--- src/hdl/jpdtc_pkg.sv ---
`timescale 1ns / 1ps
// ----------------------------------------------------------------------------
// jpdtc_pkg: shared types and constants of the joint PD torque controller
// Holds field widths, the controller state enum and the command/status structs.
// ----------------------------------------------------------------------------
package jpdtc_pkg;

    localparam int MAX_JOINTS = 64;
    localparam int FRAC_BITS  = 16;
    localparam int JW         = $clog2(MAX_JOINTS);
    localparam int DW         = 32;
    localparam logic [15:0] TPS_RESET = 16'd1000;

    // gain term selectors
    localparam logic [1:0] TERM_P  = 2'd0;
    localparam logic [1:0] TERM_D  = 2'd1;
    localparam logic [1:0] TERM_TP = 2'd2;
    localparam logic [1:0] TERM_TD = 2'd3;

    typedef enum logic [3:0] {
        ST_IDLE,
        ST_READ,
        ST_LOAD,
        ST_DIV_A,
        ST_DIV_T,
        ST_RATE,
        ST_TERM_P,
        ST_TERM_D,
        ST_TERM_TP,
        ST_TERM_TD,
        ST_SUM,
        ST_DIV_N,
        ST_CLAMP,
        ST_OUT
    } t_state;

    typedef struct packed {
        logic start;
        logic rd_state;
        logic load;
        logic div_a;
        logic div_t;
        logic div_n;
        logic rate;
        logic [1:0] term_sel;
        logic term;
        logic sum;
        logic clamp;
        logic emit;
    } t_cmd;

    typedef struct packed {
        logic div_busy;
        logic ptmode;
        logic out_range;
    } t_status;

endpackage

--- src/hdl/jpdtc_ctrl.sv ---
`timescale 1ns / 1ps
// ----------------------------------------------------------------------------
// jpdtc_ctrl: sequencer of the controller
// Steps one tick through reading state, divisions, gain terms and clamp.
// ----------------------------------------------------------------------------
module jpdtc_ctrl (
    input  logic               i_clk,
    input  logic               i_rst_n,
    input  logic               i_in_beat,
    input  logic               i_out_taken,
    input  jpdtc_pkg::t_status i_status,
    output jpdtc_pkg::t_cmd    o_cmd,
    output logic               o_idle,
    output logic               o_out_valid
);

    jpdtc_pkg::t_state r_state, n_state;

    always_ff @(posedge i_clk) begin
        if (!i_rst_n) begin
            r_state <= jpdtc_pkg::ST_IDLE;
        end else begin
            r_state <= n_state;
        end
    end

    // next state
    always_comb begin
        n_state = r_state;
        case (r_state)
            jpdtc_pkg::ST_IDLE:    if (i_in_beat) n_state = jpdtc_pkg::ST_READ;
            jpdtc_pkg::ST_READ:    n_state = i_status.out_range ? jpdtc_pkg::ST_OUT
                                                                : jpdtc_pkg::ST_LOAD;
            jpdtc_pkg::ST_LOAD:    n_state = jpdtc_pkg::ST_DIV_A;
            jpdtc_pkg::ST_DIV_A:   if (!i_status.div_busy) n_state = jpdtc_pkg::ST_DIV_T;
            jpdtc_pkg::ST_DIV_T:   if (!i_status.div_busy) n_state = jpdtc_pkg::ST_RATE;
            jpdtc_pkg::ST_RATE:    n_state = jpdtc_pkg::ST_TERM_P;
            jpdtc_pkg::ST_TERM_P:  n_state = jpdtc_pkg::ST_TERM_D;
            jpdtc_pkg::ST_TERM_D:  n_state = i_status.ptmode ? jpdtc_pkg::ST_TERM_TP
                                                             : jpdtc_pkg::ST_SUM;
            jpdtc_pkg::ST_TERM_TP: n_state = jpdtc_pkg::ST_TERM_TD;
            jpdtc_pkg::ST_TERM_TD: n_state = jpdtc_pkg::ST_SUM;
            jpdtc_pkg::ST_SUM:     n_state = i_status.ptmode ? jpdtc_pkg::ST_DIV_N
                                                             : jpdtc_pkg::ST_CLAMP;
            jpdtc_pkg::ST_DIV_N:   if (!i_status.div_busy) n_state = jpdtc_pkg::ST_CLAMP;
            jpdtc_pkg::ST_CLAMP:   n_state = jpdtc_pkg::ST_OUT;
            jpdtc_pkg::ST_OUT:     if (i_out_taken) n_state = jpdtc_pkg::ST_IDLE;
            default:               n_state = jpdtc_pkg::ST_IDLE;
        endcase
    end

    // outputs
    always_comb begin
        o_cmd       = '0;
        o_idle      = 1'b0;
        o_out_valid = 1'b0;
        case (r_state)
            jpdtc_pkg::ST_IDLE:    begin
                o_idle = 1'b1;
                o_cmd.start = i_in_beat;
            end
            jpdtc_pkg::ST_READ:    o_cmd.rd_state = 1'b1;
            jpdtc_pkg::ST_LOAD:    o_cmd.load = 1'b1;
            jpdtc_pkg::ST_DIV_A:   o_cmd.div_a = 1'b1;
            jpdtc_pkg::ST_DIV_T:   o_cmd.div_t = 1'b1;
            jpdtc_pkg::ST_RATE:    o_cmd.rate = 1'b1;
            jpdtc_pkg::ST_TERM_P:  begin
                o_cmd.term = 1'b1;
                o_cmd.term_sel = jpdtc_pkg::TERM_P;
            end
            jpdtc_pkg::ST_TERM_D:  begin
                o_cmd.term = 1'b1;
                o_cmd.term_sel = jpdtc_pkg::TERM_D;
            end
            jpdtc_pkg::ST_TERM_TP: begin
                o_cmd.term = 1'b1;
                o_cmd.term_sel = jpdtc_pkg::TERM_TP;
            end
            jpdtc_pkg::ST_TERM_TD: begin
                o_cmd.term = 1'b1;
                o_cmd.term_sel = jpdtc_pkg::TERM_TD;
            end
            jpdtc_pkg::ST_SUM:     o_cmd.sum = 1'b1;
            jpdtc_pkg::ST_DIV_N:   o_cmd.div_n = 1'b1;
            jpdtc_pkg::ST_CLAMP:   o_cmd.clamp = 1'b1;
            jpdtc_pkg::ST_OUT:     begin
                o_out_valid = 1'b1;
                o_cmd.emit = i_out_taken;
            end
            default:               o_cmd = '0;
        endcase
    end

endmodule

--- config.mk ---
export PLATFORM = sky130hd
export DESIGN_NAME = jpdtc_ctrl
export DESIGN_NICKNAME = d
export VERILOG_FILES = /design/src/hdl/jpdtc_pkg.sv /design/src/hdl/jpdtc_ctrl.sv
export SDC_FILE = /design/constraint.sdc
export NUM_CORES = 1
export LEC_CHECK = 0
export ABC_AREA = 1
export BUFFER_PORTS_ARGS = -buffer_cell sky130_fd_sc_hd__buf_2
export CORE_AREA = 3 3 40 42
export CTS_BUF_LIST = sky130_fd_sc_hd__clkbuf_4 sky130_fd_sc_hd__clkbuf_8
export DETAILED_ROUTE_END_ITERATION = 8
export DIE_AREA = 0 0 43 45
export PLACE_DENSITY_LB_ADDON = 0.08
export SKIP_CTS_REPAIR_TIMING = 1
export SLEW_MARGIN = 20
export SYNTH_ARGS = -nofsm -noshare
export SYNTH_HDL_FRONTEND = slang
export SYNTH_SLANG_ARGS = --single-unit
export TNS_END_PERCENT = 10
--- constraint.sdc ---
create_clock -name i_clk -period 1.6 [get_ports i_clk]
set_input_delay 0.24 -clock i_clk [delete_from_list [all_inputs] [get_ports i_clk]]
set_output_delay 0.24 -clock i_clk [all_outputs]
set_load 0.005 [all_outputs]
# Word level (Yosys, flattened, before mapping)
# Index checks and enable logic that the tools add are counted.
# totals
out_inout_bits	15
register_bits	4
in_bits	7
elab_cells	43
# op_classes
n_reduce_logical	2
mux	22
n_eq_ne	18
# ops
operator	count
case mux 4 bit (14 select lines)	1
equality test 4 bit, second input constant	6
two-way mux 4 bit	6
equality test 4 x 3 -> 1 bit, second input constant	4
two-way mux 1 bit	12
case mux 3 bit (4 select lines)	1
inequality test 2 bit, second input constant	5
equality test 4 x 2 -> 1 bit, second input constant	2
AND reduction 5 bit	1
equality test 4 x 1 -> 1 bit, second input constant	1
logical NOT 4 bit	1
two-way mux 3 bit	1
two-way mux 2 bit	1

# Logic depth before layout (Yosys ltp)
# depth
depth_word	3
ltp_mapped	9
mapped_depth_nobuf	9

# Least setup slack after synthesis
# Ideal clock, no wire load.
# synth_timing
path_type	reg-to-reg
startpoint	register r_state[2]
endpoint	register r_state[2]
period_less_slack_ns	1.110
n_path_buf	0
setup_time_ns	0.116
stages_incl_launch_ff	10
required_ns	1.484
t_arrival_ns	0.994
path_slack_ns	0.490
path_cell_list	dfxtp_1 inv_1 nor2_2 nand2_2 nand2_2 nand2_2 inv_1 nor2_1 nand2_1 a21oi_2
# synth_via
elab_chain_len	3
word_cells_on_any_way	21
cone_classes	eq/ne: 18; mux: 1; reduce/logical: 2
# synth_rtl
element	line_no	source
start, declared	jpdtc_ctrl.sv:17	jpdtc_pkg::t_state r_state, n_state;
start signal, assigned	jpdtc_ctrl.sv:21	r_state <= jpdtc_pkg::ST_IDLE;
start signal, assigned	jpdtc_ctrl.sv:23	r_state <= n_state;
equality test 4 x 2 -> 1 bit (tied with other cells)	jpdtc_ctrl.sv:30	case (r_state)
inequality test 2 bit (no source line)	--	
AND reduction 5 bit (no source line)	--	
# Parallel ways exist; a longest one is shown, timed or not.
# A chain may end at the register's enable or synchronous reset.

==> flow_summary.rst <==
.. list-table::
   :header-rows: 1

   * - Metric
     - Value
   * - Hold EP
     - r_state[2]
   * - Mapped cell area
     - 452 µm²
   * - Remaining number of nets flagged by the antenna check after routing
     - 0
   * - Wire length of the first global-routing pass
     - 1.98 mm
   * - Vertical extent of the die
     - 45 µm
   * - GPL Wtd Cong
     - 0.847
   * - Cell type with the highest aggregate area in the netlist
     - nand2_1
   * - Worst setup margin
     - 0.140 ns
   * - Initial drt markers
     - 14
   * - Final Non-Filler Cells
     - 127
   * - Required time at the worst-slack endpoint
     - 1.36 ns
   * - Diode count
     - 0
   * - Detailed-placement wirelength estimate
     - 1.05 mm
   * - Slew @ Worst Pin
     - 0.267 ns
   * - Number of flip-flops and latches in the synthesized netlist
     - 4
   * - Global routing's busiest layer
     - met2
   * - Worst slack after detailed placement
     - 0.333 ns
   * - Number of placement rows
     - 13
   * - Via/cell ratio
     - 4.72
   * - Placed cell count
     - 124
   * - Fraction of met3 tracks used by global routing
     - 0.0518
   * - Final setup viols
     - 0
   * - M1 GR Usage
     - 0.172
   * - Width of the chip
     - 43 µm
   * - Worst flop-to-flop path startpoint
     - r_state[1]
   * - Boundary Pins
     - 22
   * - Number of CTS-inserted buffers
     - 3
   * - Total nets after synthesis
     - 95
   * - Largest net degree at the start of global routing
     - 8
   * - Count of maximum capacitance violations
     - 0
   * - Maximum frequency from static timing analysis
     - 685 MHz
   * - Sequential area share after synthesis
     - 0.177
   * - Starting utilization of the core area
     - 0.352
   * - Clock tree from TritonCTS
     - done
   * - Total clock sinks
     - 4
   * - Launch point of the worst hold path
     - i_rst_n
   * - Gr usage total
     - 0.134
   * - Number of buffers on the longest clock path
     - 2
   * - Met2 usage in global routing
     - 0.219
   * - Worst setup path category
     - reg2out
   * - Via count of the first global-routing pass
     - 502
   * - Worst hold path cell count
     - 3
   * - Count of unique library cells instantiated by Yosys
     - 14
   * - Ratio of cells with drive above 1 in the final layout
     - 0.348
   * - Type of element capturing the critical path
     - primary output
   * - Post-layout instance area
     - 603 µm²
   * - Core Area
     - 1280 µm²
   * - Register with the most flip-flops
     - r_state
   * - Area after DPL
     - 576 µm²
   * - Yosys warns
     - 0
   * - Hold Vio Cnt, Final
     - 0
   * - CTS HTree Levels
     - 1
   * - WP data arrival
     - 1.22 ns
   * - Overall via count from detail_route
     - 600
   * - Fraction of post-synthesis cell area in the top cell type by area
     - 0.191
   * - Reg clk slew, reported paths
     - 0.03 ns
   * - Floorplan die area
     - 1940 µm²
   * - Drt drc
     - 0
   * - Relative slew margins
     - 0.821
   * - Portion of the clock cycle consumed by the worst path in the final layout
     - 0.913
   * - Clock tree root buffer cell
     - clkbuf_4
   * - Largest register FFs
     - 4
   * - TritonRoute pass-1 iters
     - 4
   * - LEAKAGE
     - 0.379 nW
   * - Fin crit period
     - 1.46 ns
   * - Hold WC Path Type
     - in2reg
   * - GR Overflow Total
     - 0
   * - Largest cells by area after synthesis
     - nand2_1 (19%), dfxtp_1 (18%), nor2_1 (13%)
   * - Clock tree skew after final layout
     - 0.000157 ns
   * - Worst-case reg-to-reg path depth
     - 8
   * - Post-Syn Area per Cell
     - 5.13 µm²
   * - IR Drop Worst-Case VDD
     - 0.000782 V
   * - TNS Setup
     - 0 ns
   * - Synthesized instance count
     - 88
   * - Crit Reg-Reg Endpoint
     - r_state[2]
   * - Port Buf Inserts
     - 21
   * - Status
     - complete, no violations
   * - Final-stage net count
     - 121
   * - Final max-slew violation count
     - 0
   * - Power density over the cells
     - 1690 nW/µm²
   * - Reg-to-reg setup timing slack
     - 0.33 ns
   * - Worst Setup Start Kind
     - flop
   * - Routed wire length
     - 1.25 mm
   * - Maximum fanout along the worst path
     - 6
   * - Final-layout worst hold slack
     - 0.296 ns
   * - Number of antenna violations at the first check in global routing
     - 0
   * - Clock latency at the later pin of the worst-skew pair
     - 0.23 ns
   * - Setup repair after global routing missed its margin
     - false
   * - Routed wirelength normalized by instance count
     - 9.85 µm
   * - Layout area overhead
     - 33.5%
   * - Leading registers by flop count
     - r_state (4)
==> per-stage QoR <==
| step | util | power (mW) |
|---|---|---|
| CTS | 0.465 | 1.02 |
| global placement | 0.448 | 0.898 |
| finish | 0.469 | 1.02 |
| global route | 0.469 | 1.15 |
| detailed placement | 0.448 | 0.889 |
| floorplan | - | 0.686 |
==> synth_stat cells (all sizes together) <==
cell    instances
nand3           8
a21oi           4
o21bai          1
nor2           19
nand3b          1
dfxtp           4
inv            17
nor3            2
o21ai           2
nand2          30
==> placed cells by master, fill, tap and decap left out <==
cell type	instances
nor2_2	2
nand3b_1	1
nor3_1	2
clkbuf_4	3
nand2_2	7
buf_2	21
inv_2	4
o21ai_0	2
nor2_4	1
nand2_1	23
inv_1	13
nand3_1	8
a21oi_2	1
a21oi_1	3
o21bai_1	1
dfxtp_1	4
nor2_1	16
==> cell families (layout without fill, tap and decap cells) <==
family                 Yosys count  after routing  synth area share
DFF                              4              4             0.177
AOI/OAI and AO/OA                7              7            0.0914
buffers and inverters           17             41             0.141
and+or+nand+nor                 60             60             0.590
==> how the worst max path moves through the flow <==
stage | from | cells after the start | to
after detailed placement | r_state[2] | 8 | r_state[2]
after CTS | r_state[2] | 5 | o_cmd[3]
final | r_state[3] | 5 | o_cmd[4]
after floorplan | r_state[2] | 9 | r_state[2]
after global routing | r_state[3] | 5 | o_cmd[4]
after global placement | r_state[1] | 8 | r_state[2]
==> worst max-delay path, stage by stage, from the launching register on <==
cell and delay (ns):
dfxtp_1 0.45, inv_1 0.09, nor2_1 0.19, nand2_1 0.10
nand2_1 0.06, buf_2 0.10
==> metal layers <==
metal	share of wire	vias up
li1	-	318
met1	0.46	252
met2	0.43	30
met3	0.11	0
met4	0	0
met5	0	-
==> cell type report <==
| cell class | count | area [µm²] |
|---|---|---|
| Inverter | 17 | 63.8 |
| Multi-Input combinational cell | 67 | 313 |
| Sequential cell | 4 | 80.1 |
| Fill cell | 153 | 682 |
| Timing Repair Buffer | 21 | 105 |
| Tap cell | 15 | 18.8 |
| Clock buffer | 3 | 22.5 |
==> power breakdown <==
part	internal [mW]	switching [mW]
Sequential	0.143	0.0734
Combinational	0.255	0.428
Clock	0.0836	0.0371
Total	0.481	0.538
(Power assumes the default switching activity.)
